[src/rtl/core/scr_pkg.sv]
`default_nettype none

package scr_pkg;

    // Pair selector codes
    typedef enum logic [2:0] {
        REQ_RECT_POINT    = 3'd0,
        REQ_RECT_RECT     = 3'd1,
        REQ_RECT_CIRCLE   = 3'd2,
        REQ_CIRCLE_POINT  = 3'd3,
        REQ_CIRCLE_RECT   = 3'd4,
        REQ_CIRCLE_CIRCLE = 3'd5
    } scr_req_t;

    // Classification handed from front to back
    typedef struct packed {
        logic hit;
        logic scale;   // push needs sqrt and divide
        logic neg;     // negate the final push
    } scr_ctrl_t;

    // Decoupling queue size
    localparam int SCR_QAW    = 2;
    localparam int SCR_QDEPTH = 1 << SCR_QAW;

endpackage

`default_nettype wire

[src/rtl/core/scr_queue.sv]
`default_nettype none

module scr_queue #(
    parameter int W = 8
) (
    input  logic         clk,
    input  logic         rst_n,
    input  logic         wr,
    input  logic [W-1:0] wdata,
    output logic         full,
    input  logic         rd,
    output logic [W-1:0] rdata,
    output logic         empty
);

    localparam int AW = scr_pkg::SCR_QAW;
    localparam int D  = scr_pkg::SCR_QDEPTH;

    logic [W-1:0]  mem_reg [0:D-1];
    logic [AW-1:0] wp_reg, rp_reg;
    logic [AW:0]   cnt_reg;

    assign full  = cnt_reg == (AW+1)'(D);
    assign empty = cnt_reg == '0;
    assign rdata = mem_reg[rp_reg];

    always_ff @(posedge clk or negedge rst_n)
    begin
        if (!rst_n)
        begin
            wp_reg  <= '0;
            rp_reg  <= '0;
            cnt_reg <= '0;
        end
        else
        begin
            if (wr)
                wp_reg <= wp_reg + 1'b1;
            if (rd)
                rp_reg <= rp_reg + 1'b1;
            if (wr && !rd)
                cnt_reg <= cnt_reg + 1'b1;
            else if (rd && !wr)
                cnt_reg <= cnt_reg - 1'b1;
        end
    end

    always_ff @(posedge clk)
    begin
        if (wr)
            mem_reg[wp_reg] <= wdata;
    end

    a_cnt_range: assert property (@(posedge clk) disable iff (!rst_n)
        cnt_reg <= (AW+1)'(D))
        else $error("queue count beyond depth");

    a_no_wr_full: assert property (@(posedge clk) disable iff (!rst_n)
        !(wr && full))
        else $error("request written into full queue");

    a_no_rd_empty: assert property (@(posedge clk) disable iff (!rst_n)
        !(rd && empty))
        else $error("request read from empty queue");

    a_cnt_up: assert property (@(posedge clk) disable iff (!rst_n)
        (wr && !rd) |=> cnt_reg == $past(cnt_reg) + 1'b1)
        else $error("queue count lost a write");

endmodule

`default_nettype wire

[config.mk]
export PLATFORM = sky130hd
export DESIGN_NAME = scr_queue
export DESIGN_NICKNAME = d
export VERILOG_FILES = /design/src/rtl/core/scr_pkg.sv /design/src/rtl/core/scr_queue.sv
export SDC_FILE = /design/constraint.sdc
export NUM_CORES = 1
export LEC_CHECK = 0
export BUFFER_PORTS_ARGS = -buffer_cell sky130_fd_sc_hd__buf_2
export CAP_MARGIN = 30
export CORE_MARGIN = 2
export CORE_UTILIZATION = 55
export CTS_BUF_LIST = sky130_fd_sc_hd__clkbuf_8 sky130_fd_sc_hd__clkbuf_16
export DETAILED_ROUTE_END_ITERATION = 16
export PLACE_DENSITY = 0.77
export SYNTH_ARGS = -nofsm -noshare
export SYNTH_HDL_FRONTEND = slang
export SYNTH_SLANG_ARGS = --single-unit
[constraint.sdc]
create_clock -name clk -period 1.85 [get_ports clk]
set_input_delay 0.555 -clock clk [delete_from_list [all_inputs] [get_ports clk]]
set_output_delay 0.555 -clock clk [all_outputs]
set_load 0.01 [all_outputs]
==> impl_metrics.env, run 1 <==
export IMPL_grt_pass1_vias=790
export IMPL_synth_area_um2=1550
export IMPL_finalHoldViolCount=0
export IMPL_num_vias=728
export IMPL_share_comb_of_total_power_pct=29.9
export IMPL_rsz0062_at_grt="true"
export IMPL_fill_cells=192
export IMPL_grt_total_usage_pct=17.0
export IMPL_worst_slack_ns=-0.183
export IMPL_switching_share_pct=28.4
export IMPL_drv_cap=0
export IMPL_grt_max_degree=14
export IMPL_dr_pass1_iters=4
export IMPL_htree_levels=2
export IMPL_final_cell_area_um2=1840
export IMPL_dieArea_um2=3250
export IMPL_yosys_area_top_type="edfxtp_1"
export IMPL_num_rows=19
export IMPL_fmax_mhz=492
export IMPL_synth_area_leaders="edfxtp_1, mux4_2, dfrtp_1"
export IMPL_required_ns=1.29
export IMPL_syn_num_nets=94
export IMPL_slew_violations=0
export IMPL_critical_path_cell_chain="buf_4 -> mux4_2 -> buf_2"
export IMPL_ir_drop_mv=1.21
export IMPL_overflow=0
export IMPL_grt_pass1_wl_mm=3.83
export IMPL_drive_gt1_share_pct=39.8
export IMPL_cts_sinks=39
export IMPL_largest_register_ffs=32
export IMPL_cpLargestDelayFamily="multiplexers"
export IMPL_cp_start_kind="flip-flop"
export IMPL_utilization_pct=68.0
export IMPL_fin_cells=139
export IMPL_place_hpwl_mm=1.67
export IMPL_p_int_mw=2.05
export IMPL_worstPathArrival_ns=1.48
export IMPL_synth_edf_count=32
export IMPL_synth_top_flop_cell="edfxtp_1"
export IMPL_root_buffer="clkbuf_8"
export IMPL_cts_max_path_buffers=2
export IMPL_die_w_um=57.0
export IMPL_yosys_warnings=0
export IMPL_min_period_over_period_pct=110
export IMPL_multi_input_area_um2=380
export IMPL_fin_crit_ns=2.03
export IMPL_tightest_slew_ns=0.440
export IMPL_slew_headroom_pct=70.6
export IMPL_clkPwrFrac_pct=23.9
export IMPL_grt_antenna_before_repair=0
export IMPL_die_y_um=57.0
export IMPL_synthCells=76
export IMPL_violations="negative setup slack"
export IMPL_drt_wl_total_mm=2.31
export IMPL_cp_slowest_cell="mux4_2"
export IMPL_clk_insertion_delay_late_ns=0.28
export IMPL_p_switching_mw=0.814
export IMPL_drc=0
export IMPL_first_iter_violations=9
export IMPL_async_flop_share_pct=17.9
export IMPL_hold_class="input port to async pin"
export IMPL_status="finished, violations left"
export IMPL_seq_area_um2=1140
export IMPL_viasPerCell=5.24
export IMPL_power_mw=2.86
export IMPL_gp_congestion=0.623
export IMPL_drt_wirelength_per_cell_um=16.6
export IMPL_skew_ns=0.00396
export IMPL_area_growth_pct=19.0
export IMPL_clk_pin_slew_ns=0.07
export IMPL_holdWs_ns=0.0918
export IMPL_end_kind="primary output"
export IMPL_syn_avg_cell_area_um2=20.4
export IMPL_cts_made_buffers=5
export IMPL_crit_buf_inv=2
export IMPL_crit_path_max_incr_delay_ns=0.50
export IMPL_diodes=0
export IMPL_final_nets=125
export IMPL_cp_max_fo=3
export IMPL_p_seq_share_pct=46.3
export IMPL_num_io_pins=22
export IMPL_ant_nets=0
export IMPL_synth_seq_area_share_pct=73.4
export IMPL_core_um2=2710
export IMPL_finalSetupViolCount=8
export IMPL_netlist_area_leader_share_pct=62.1
export IMPL_ys_ff_latch=39
export IMPL_yosysMostFrequentCell="edfxtp_1"
export IMPL_path_class="flip-flop to primary output"
export IMPL_ctsHoldBuffers=0
export IMPL_synth_distinct_cells=17
export IMPL_placed_cells=131
export IMPL_start_util_pct=57.1
export IMPL_synth_common_cells="edfxtp_1, mux4_2, dfrtp_1, ha_1"
export IMPL_place_area_um2=1710
export IMPL_cts_tree="done"
export IMPL_power_density_nw_per_um2=1560
export IMPL_p_leak_nw=0.711
export IMPL_io_buffer_count=21
cell usage in the layout, fill, tap and decap left out:
| cell type | instances |
|---|---|
| xnor2_1 | 2 |
| buf_2 | 19 |
| xor2_1 | 4 |
| clkinv_2 | 1 |
| clkinv_4 | 1 |
| nand2_1 | 2 |
| nor3b_1 | 1 |
| edfxtp_1 | 32 |
| o21ai_0 | 1 |
| dfrtp_1 | 7 |
| fa_1 | 1 |
| buf_4 | 4 |
| inv_1 | 4 |
| ha_1 | 5 |
| clkbuf_8 | 5 |
| buf_6 | 3 |
| nor3_1 | 1 |
| nor2_1 | 1 |
| bufinv_16 | 1 |
| mux4_2 | 8 |
| mux2_2 | 1 |
| and2_1 | 4 |
what timing repair did:
action | CTS | global route
setup buffers | 0 | 0
resized for setup | 2 | 1
endpoints found under the setup margin | 8 | 8
power by group through the flow:
stage                     Combinational [mW]  Sequential (mW)  Clock [mW]
after floorplan                        0.602             1.27           0
after CTS                              0.858             1.33       0.703
after global routing                   0.937             1.35       0.743
after detailed placement               0.832             1.34           0
final                                  0.856             1.32       0.683
after global placement                 0.802             1.33           0
cells by family (layout without fill, tap and decap cells):
logic type      count (synthesis)  in the layout  synth area share [%]
buf+inv                         6             38                  2.02
flops                          39             39                  73.4
compound gates                  1              1                 0.323
mux                             9              9                  12.4
simple gates                    9              9                  3.15
fa+ha+maj                       6              6                  5.34
xor+xnor                        6              6                  3.40
layout make-up:
class	instances	share of cell area [%]
inverters	4	0.815
repair buffers	26	8.63
clock inverters	3	2.38
multi-input cells	31	20.7
well taps	31	2.11
clock buffers	5	3.74
flip-flops and latches	39	61.7
path summary, 6_finish.rpt:
path / startpoint / end / slack (ns) / cells after the start
max reg2reg: cnt_reg[0]$_DFFE_PN0P_ / cnt_reg[2]$_DFFE_PN0P_ / 0.44 / 4
min in group clk: wdata[1] / mem_reg[2][1]$_DFFE_PP_ / 0.48 / 1
min: rst_n / cnt_reg[0]$_DFFE_PN0P_ / 0.09 / 1
max: rp_reg[0]$_DFFE_PN0P_ / rdata[4] / -0.18 / 3
max in group asynchronous: rst_n / rp_reg[1]$_DFFE_PN0P_ / 1.60 / 1
min reg2reg: cnt_reg[2]$_DFFE_PN0P_ / cnt_reg[2]$_DFFE_PN0P_ / 0.52 / 1
layer usage:
layer | GRT usage, % | wire length [um] | vias to the layer above
li1 | - | - | 346
met4 | 6.98 | 41 | 0
met1 | 21.1 | 956 | 359
met5 | 0 | 0 | -
met3 | 6.80 | 112 | 6
met2 | 26.9 | 1200 | 17
per-stage QoR:
stage	setup TNS, ns	worst slack [ns]
2_1_floorplan	0	0.210
3_3_place_gp	0	0.0842
3_5_place_dp	-0.0227	-0.0227
4_1_cts	-1.49	-0.208
5_1_grt	-1.86	-0.251
6_report	-1.34	-0.183
(Power assumes the default switching activity.)
==> run 2: changes to the inputs <==
Settings changed: PLACE_DENSITY 0.77 to default, PLACE_DENSITY_LB_ADDON from default to 0.08.
==> impl_metrics.env, run 2 (same netlist as run 1, synthesis figures left out) <==
export IMPL_slew_violations=0
export IMPL_grt_max_degree=14
export IMPL_clkPwrFrac_pct=23.4
export IMPL_num_vias=764
export IMPL_tightest_slew_ns=0.438
export IMPL_switching_share_pct=28.3
export IMPL_p_int_mw=2.10
export IMPL_fill_cells=195
export IMPL_first_iter_violations=6
export IMPL_drt_wirelength_per_cell_um=16.6
export IMPL_largest_register_ffs=32
export IMPL_layout_common_cells="edfxtp_1, buf_2, mux4_2, dfrtp_1, buf_4"
export IMPL_fmax_mhz=485
export IMPL_clk_insertion_delay_late_ns=0.29
export IMPL_grt_pass1_vias=791
export IMPL_p_switching_mw=0.828
export IMPL_clk_pin_slew_ns=0.07
export IMPL_share_comb_of_total_power_pct=31.3
export IMPL_io_buffer_count=21
export IMPL_worstPathArrival_ns=1.51
export IMPL_overflow=0
export IMPL_drc=0
export IMPL_ctsHoldBuffers=0
export IMPL_cp_start_kind="flip-flop"
export IMPL_skew_ns=0.00579
export IMPL_hold_class="input port to async pin"
export IMPL_dieArea_um2=3250
export IMPL_p_leak_nw=0.728
export IMPL_finalHoldViolCount=0
export IMPL_die_y_um=57.0
export IMPL_grt_total_usage_pct=17.0
export IMPL_cts_max_path_buffers=2
export IMPL_grt_antenna_before_repair=0
export IMPL_finalSetupViolCount=8
export IMPL_area_growth_pct=20.9
export IMPL_ir_drop_mv=1.04
export IMPL_end_kind="primary output"
export IMPL_viasPerCell=5.42
export IMPL_finalSetupTns_ns=-1.49
export IMPL_place_hpwl_mm=1.64
export IMPL_htree_levels=2
export IMPL_cts_sinks=39
export IMPL_cts_made_buffers=5
export IMPL_required_ns=1.29
export IMPL_drt_wl_total_mm=2.34
export IMPL_fin_crit_ns=2.06
export IMPL_slew_headroom_pct=70.8
export IMPL_power_density_nw_per_um2=1570
export IMPL_num_io_pins=22
export IMPL_placed_cells=132
export IMPL_violations="negative setup slack"
export IMPL_grt_pass1_wl_mm=3.82
export IMPL_p_seq_share_pct=45.3
export IMPL_ant_nets=0
export IMPL_diodes=0
export IMPL_num_rows=19
export IMPL_drive_gt1_share_pct=40.9
export IMPL_dr_pass1_iters=4
export IMPL_root_buffer="clkbuf_8"
export IMPL_final_nets=127
export IMPL_worst_slack_ns=-0.211
export IMPL_gp_congestion=0.703
export IMPL_die_w_um=57.0
export IMPL_status="finished, violations left"
export IMPL_core_um2=2710
export IMPL_start_util_pct=57.1
export IMPL_cts_tree="done"
export IMPL_final_common_cell="edfxtp_1"
export IMPL_pre_cts_slack_ns=-0.0244
export IMPL_path_class="flip-flop to primary output"
export IMPL_cp_max_fo=8
export IMPL_drv_cap=0
export IMPL_power_mw=2.93
export IMPL_rsz0062_at_grt="true"
export IMPL_min_period_over_period_pct=111
export IMPL_fin_cells=141
## run 2: cell types whose count changed in the layout (fill, tap and decap cells not counted)
cell    delta
buf_12     +1
buf_2      -1
buf_4      +2
## run 2: through the flow
step	hold slack [ns]	utilization, %	instance area [um2]
after floorplan	0.259	-	1550
after global placement	0.392	63.9	1730
after detailed placement	0.400	63.9	1730
after CTS	0.0834	68.8	1870
after global routing	0.0833	69.1	1870
final	0.0879	69.1	1870
## run 2: what timing repair did
item                                    CTS  global route
endpoints found under the setup margin    8             8
pin swaps                                 0             0
cloned                                    0             0
resized for setup                         2             1
buffers inserted                          1             0
## run 2: final timing paths
check,from,endpoint,slack (ns),depth (start not counted)
max,rp_reg[0]$_DFFE_PN0P_,rdata[7],-0.21,3
min,rst_n,wp_reg[0]$_DFFE_PN0P_,0.09,1
max reg2reg,cnt_reg[0]$_DFFE_PN0P_,cnt_reg[2]$_DFFE_PN0P_,0.44,4
min reg2reg,cnt_reg[2]$_DFFE_PN0P_,cnt_reg[2]$_DFFE_PN0P_,0.50,1
max in group asynchronous,rst_n,cnt_reg[2]$_DFFE_PN0P_,1.60,1
min in group clk,wdata[7],mem_reg[0][7]$_DFFE_PP_,0.48,1
## run 2: critical path, stage by stage (launching register included)
cell     delay (ns)
dfrtp_1        0.40
buf_12         0.15
mux4_2         0.53
buf_6          0.14
## run 2: power groups by stage
stage          logic (mW)  registers, mW  clock network, mW
3_3_place_gp        0.829           1.34                  0
4_1_cts             0.922           1.33              0.701
5_1_grt              1.00           1.36              0.747
6_report            0.917           1.33              0.684
2_1_floorplan       0.602           1.27                  0
3_5_place_dp        0.855           1.36                  0
## run 2: cell type report
type                            instances  area [um2]  area share (%)
Clock buffer                            5        68.8            3.68
Multi-Input combinational cell         31         380            20.3
Sequential cell                        39        1140            60.7
Clock inverter                          3        43.8            2.34
Timing Repair Buffer                   28         189            10.1
Tap cell                               31        38.8            2.07
Inverter                                4        15.0           0.802
## run 2: routing by layer
metal  vias up  global-route usage (%)  share of wire [%]
met2        17                    26.9                 50
met1       385                    21.3                 43
met3         7                    6.58                4.9
li1        355                       -                  -
met4         0                    6.98                2.0
met5         -                       0                  0
==> run 3: changes to the inputs <==
Settings changed: SETUP_SLACK_MARGIN from default to 0.3.
==> impl_metrics.env, run 3 (same netlist as run 1, synthesis figures left out) <==
export IMPL_status="finished, violations left"
export IMPL_violations="negative setup slack"
export IMPL_pre_cts_slack_ns=0.0746
export IMPL_core_um2=2710
export IMPL_critical_path_cell_chain="buf_12 -> mux4_2 -> buf_6"
export IMPL_seq_area_um2=1140
export IMPL_tightest_slew_ns=0.447
export IMPL_rrSetupSlack_ns=0.41
export IMPL_path_class="flip-flop to primary output"
export IMPL_drv_cap=0
export IMPL_drt_wirelength_per_cell_um=16.5
export IMPL_grt_pass1_vias=742
export IMPL_crit_path_max_incr_delay_ns=0.51
export IMPL_drt_wl_total_mm=2.30
export IMPL_clk_pin_slew_ns=0.07
export IMPL_start_util_pct=57.1
export IMPL_holdWs_ns=0.0966
export IMPL_slew_headroom_pct=70.2
export IMPL_grt_pass1_wl_mm=3.70
export IMPL_fmax_mhz=499
export IMPL_placed_cells=127
export IMPL_hold_class="input port to async pin"
export IMPL_num_rows=19
export IMPL_first_iter_violations=6
export IMPL_fill_cells=195
export IMPL_ir_drop_mv=1.05
export IMPL_end_kind="primary output"
export IMPL_p_leak_nw=0.711
export IMPL_power_density_nw_per_um2=1520
export IMPL_dieArea_um2=3250
export IMPL_num_vias=734
export IMPL_clk_insertion_delay_late_ns=0.28
export IMPL_place_hpwl_mm=1.55
export IMPL_die_w_um=57.0
export IMPL_grt_max_degree=13
export IMPL_largest_register_ffs=32
export IMPL_io_buffer_count=21
export IMPL_worstPathArrival_ns=1.45
export IMPL_gp_congestion=0.672
export IMPL_cts_made_buffers=5
export IMPL_finalSetupViolCount=8
export IMPL_final_nets=125
export IMPL_grt_antenna_before_repair=0
export IMPL_layout_common_cells="edfxtp_1, buf_2, mux4_2, clkbuf_8, dfrtp_1"
export IMPL_place_area_um2=1710
export IMPL_ant_nets=0
export IMPL_grt_total_usage_pct=16.7
export IMPL_required_ns=1.29
export IMPL_dr_pass1_iters=4
export IMPL_power_mw=2.84
export IMPL_viasPerCell=5.28
export IMPL_htree_levels=2
export IMPL_cp_start_kind="flip-flop"
export IMPL_die_y_um=57.0
export IMPL_fin_crit_ns=2.00
export IMPL_overflow=0
export IMPL_rsz0062_at_grt="true"
export IMPL_final_cell_area_um2=1860
export IMPL_multi_input_area_um2=405
export IMPL_skew_ns=0.00653
export IMPL_fin_cells=139
export IMPL_min_period_over_period_pct=108
export IMPL_finalHoldViolCount=0
export IMPL_worst_slack_ns=-0.154
export IMPL_drc=0
export IMPL_final_common_cell="edfxtp_1"
export IMPL_cts_tree="done"
export IMPL_cts_max_path_buffers=2
export IMPL_area_growth_pct=20.5
export IMPL_num_io_pins=22
export IMPL_drive_gt1_share_pct=45.4
export IMPL_diodes=0
export IMPL_root_buffer="clkbuf_8"
export IMPL_slew_violations=0
export IMPL_cp_max_fo=9
export IMPL_cp_slowest_cell="mux4_2"
export IMPL_cts_sinks=39
run 3: layer usage:
metal / global-route usage, % / share of wire [%] / routed length, um
met1: 20.0 / 42 / 960
met2: 27.3 / 52 / 1200
met3: 7.03 / 4.6 / 105
met4: 5.98 / 1.7 / 39
met5: 0 / 0 / 0
run 3: final cells by class:
| cell class | instances | area share [%] |
|---|---|---|
| clock buffer | 6 | 4.43 |
| clock inverter | 2 | 0.470 |
| inverter | 4 | 0.940 |
| multi-input combinational | 31 | 21.7 |
| sequential | 39 | 61.0 |
| tap | 31 | 2.08 |
| timing repair buffer | 26 | 9.33 |
run 3: final timing paths:
path | from | endpoint | cells after the start
min in group clk | wdata[6] | mem_reg[0][6]$_DFFE_PP_ | 1
min reg2reg | cnt_reg[2]$_DFFE_PN0P_ | cnt_reg[2]$_DFFE_PN0P_ | 1
max reg2reg | cnt_reg[0]$_DFFE_PN0P_ | cnt_reg[2]$_DFFE_PN0P_ | 5
min | rst_n | wp_reg[1]$_DFFE_PN0P_ | 1
max in group asynchronous | rst_n | cnt_reg[0]$_DFFE_PN0P_ | 1
max | rp_reg[0]$_DFFE_PN0P_ | rdata[6] | 3
run 3: where the power goes:
group	total (mW)	internal [mW]	switching [mW]
clock	0.563	0.295	0.268
combinational	0.952	0.544	0.407
sequential	1.33	1.18	0.145
total	2.84	2.02	0.821
run 3: stage by stage:
step           TNS (ns)  util (%)
3_5_place_dp          0      63.2
5_1_grt           -1.48      68.8
3_3_place_gp          0      63.2
6_report          -1.13      68.8
2_1_floorplan         0         -
4_1_cts           -1.21      68.1
run 3: worst max-delay path: cells and delay by family (launching register included):
| kind | cells | cell delay [ns] |
|---|---|---|
| buf+inv | 2 | 0.29 |
| mux | 1 | 0.51 |
| flops | 1 | 0.37 |
run 3: repair_timing:
item / 4_1_cts / 5_1_grt
gates resized for setup: 3 / 3
buffers inserted: 4 / 0
pin swaps: 2 / 0
hold buffers: 0 / 0
gates cloned: 0 / 0
endpoints found under the setup margin: 10 / 10
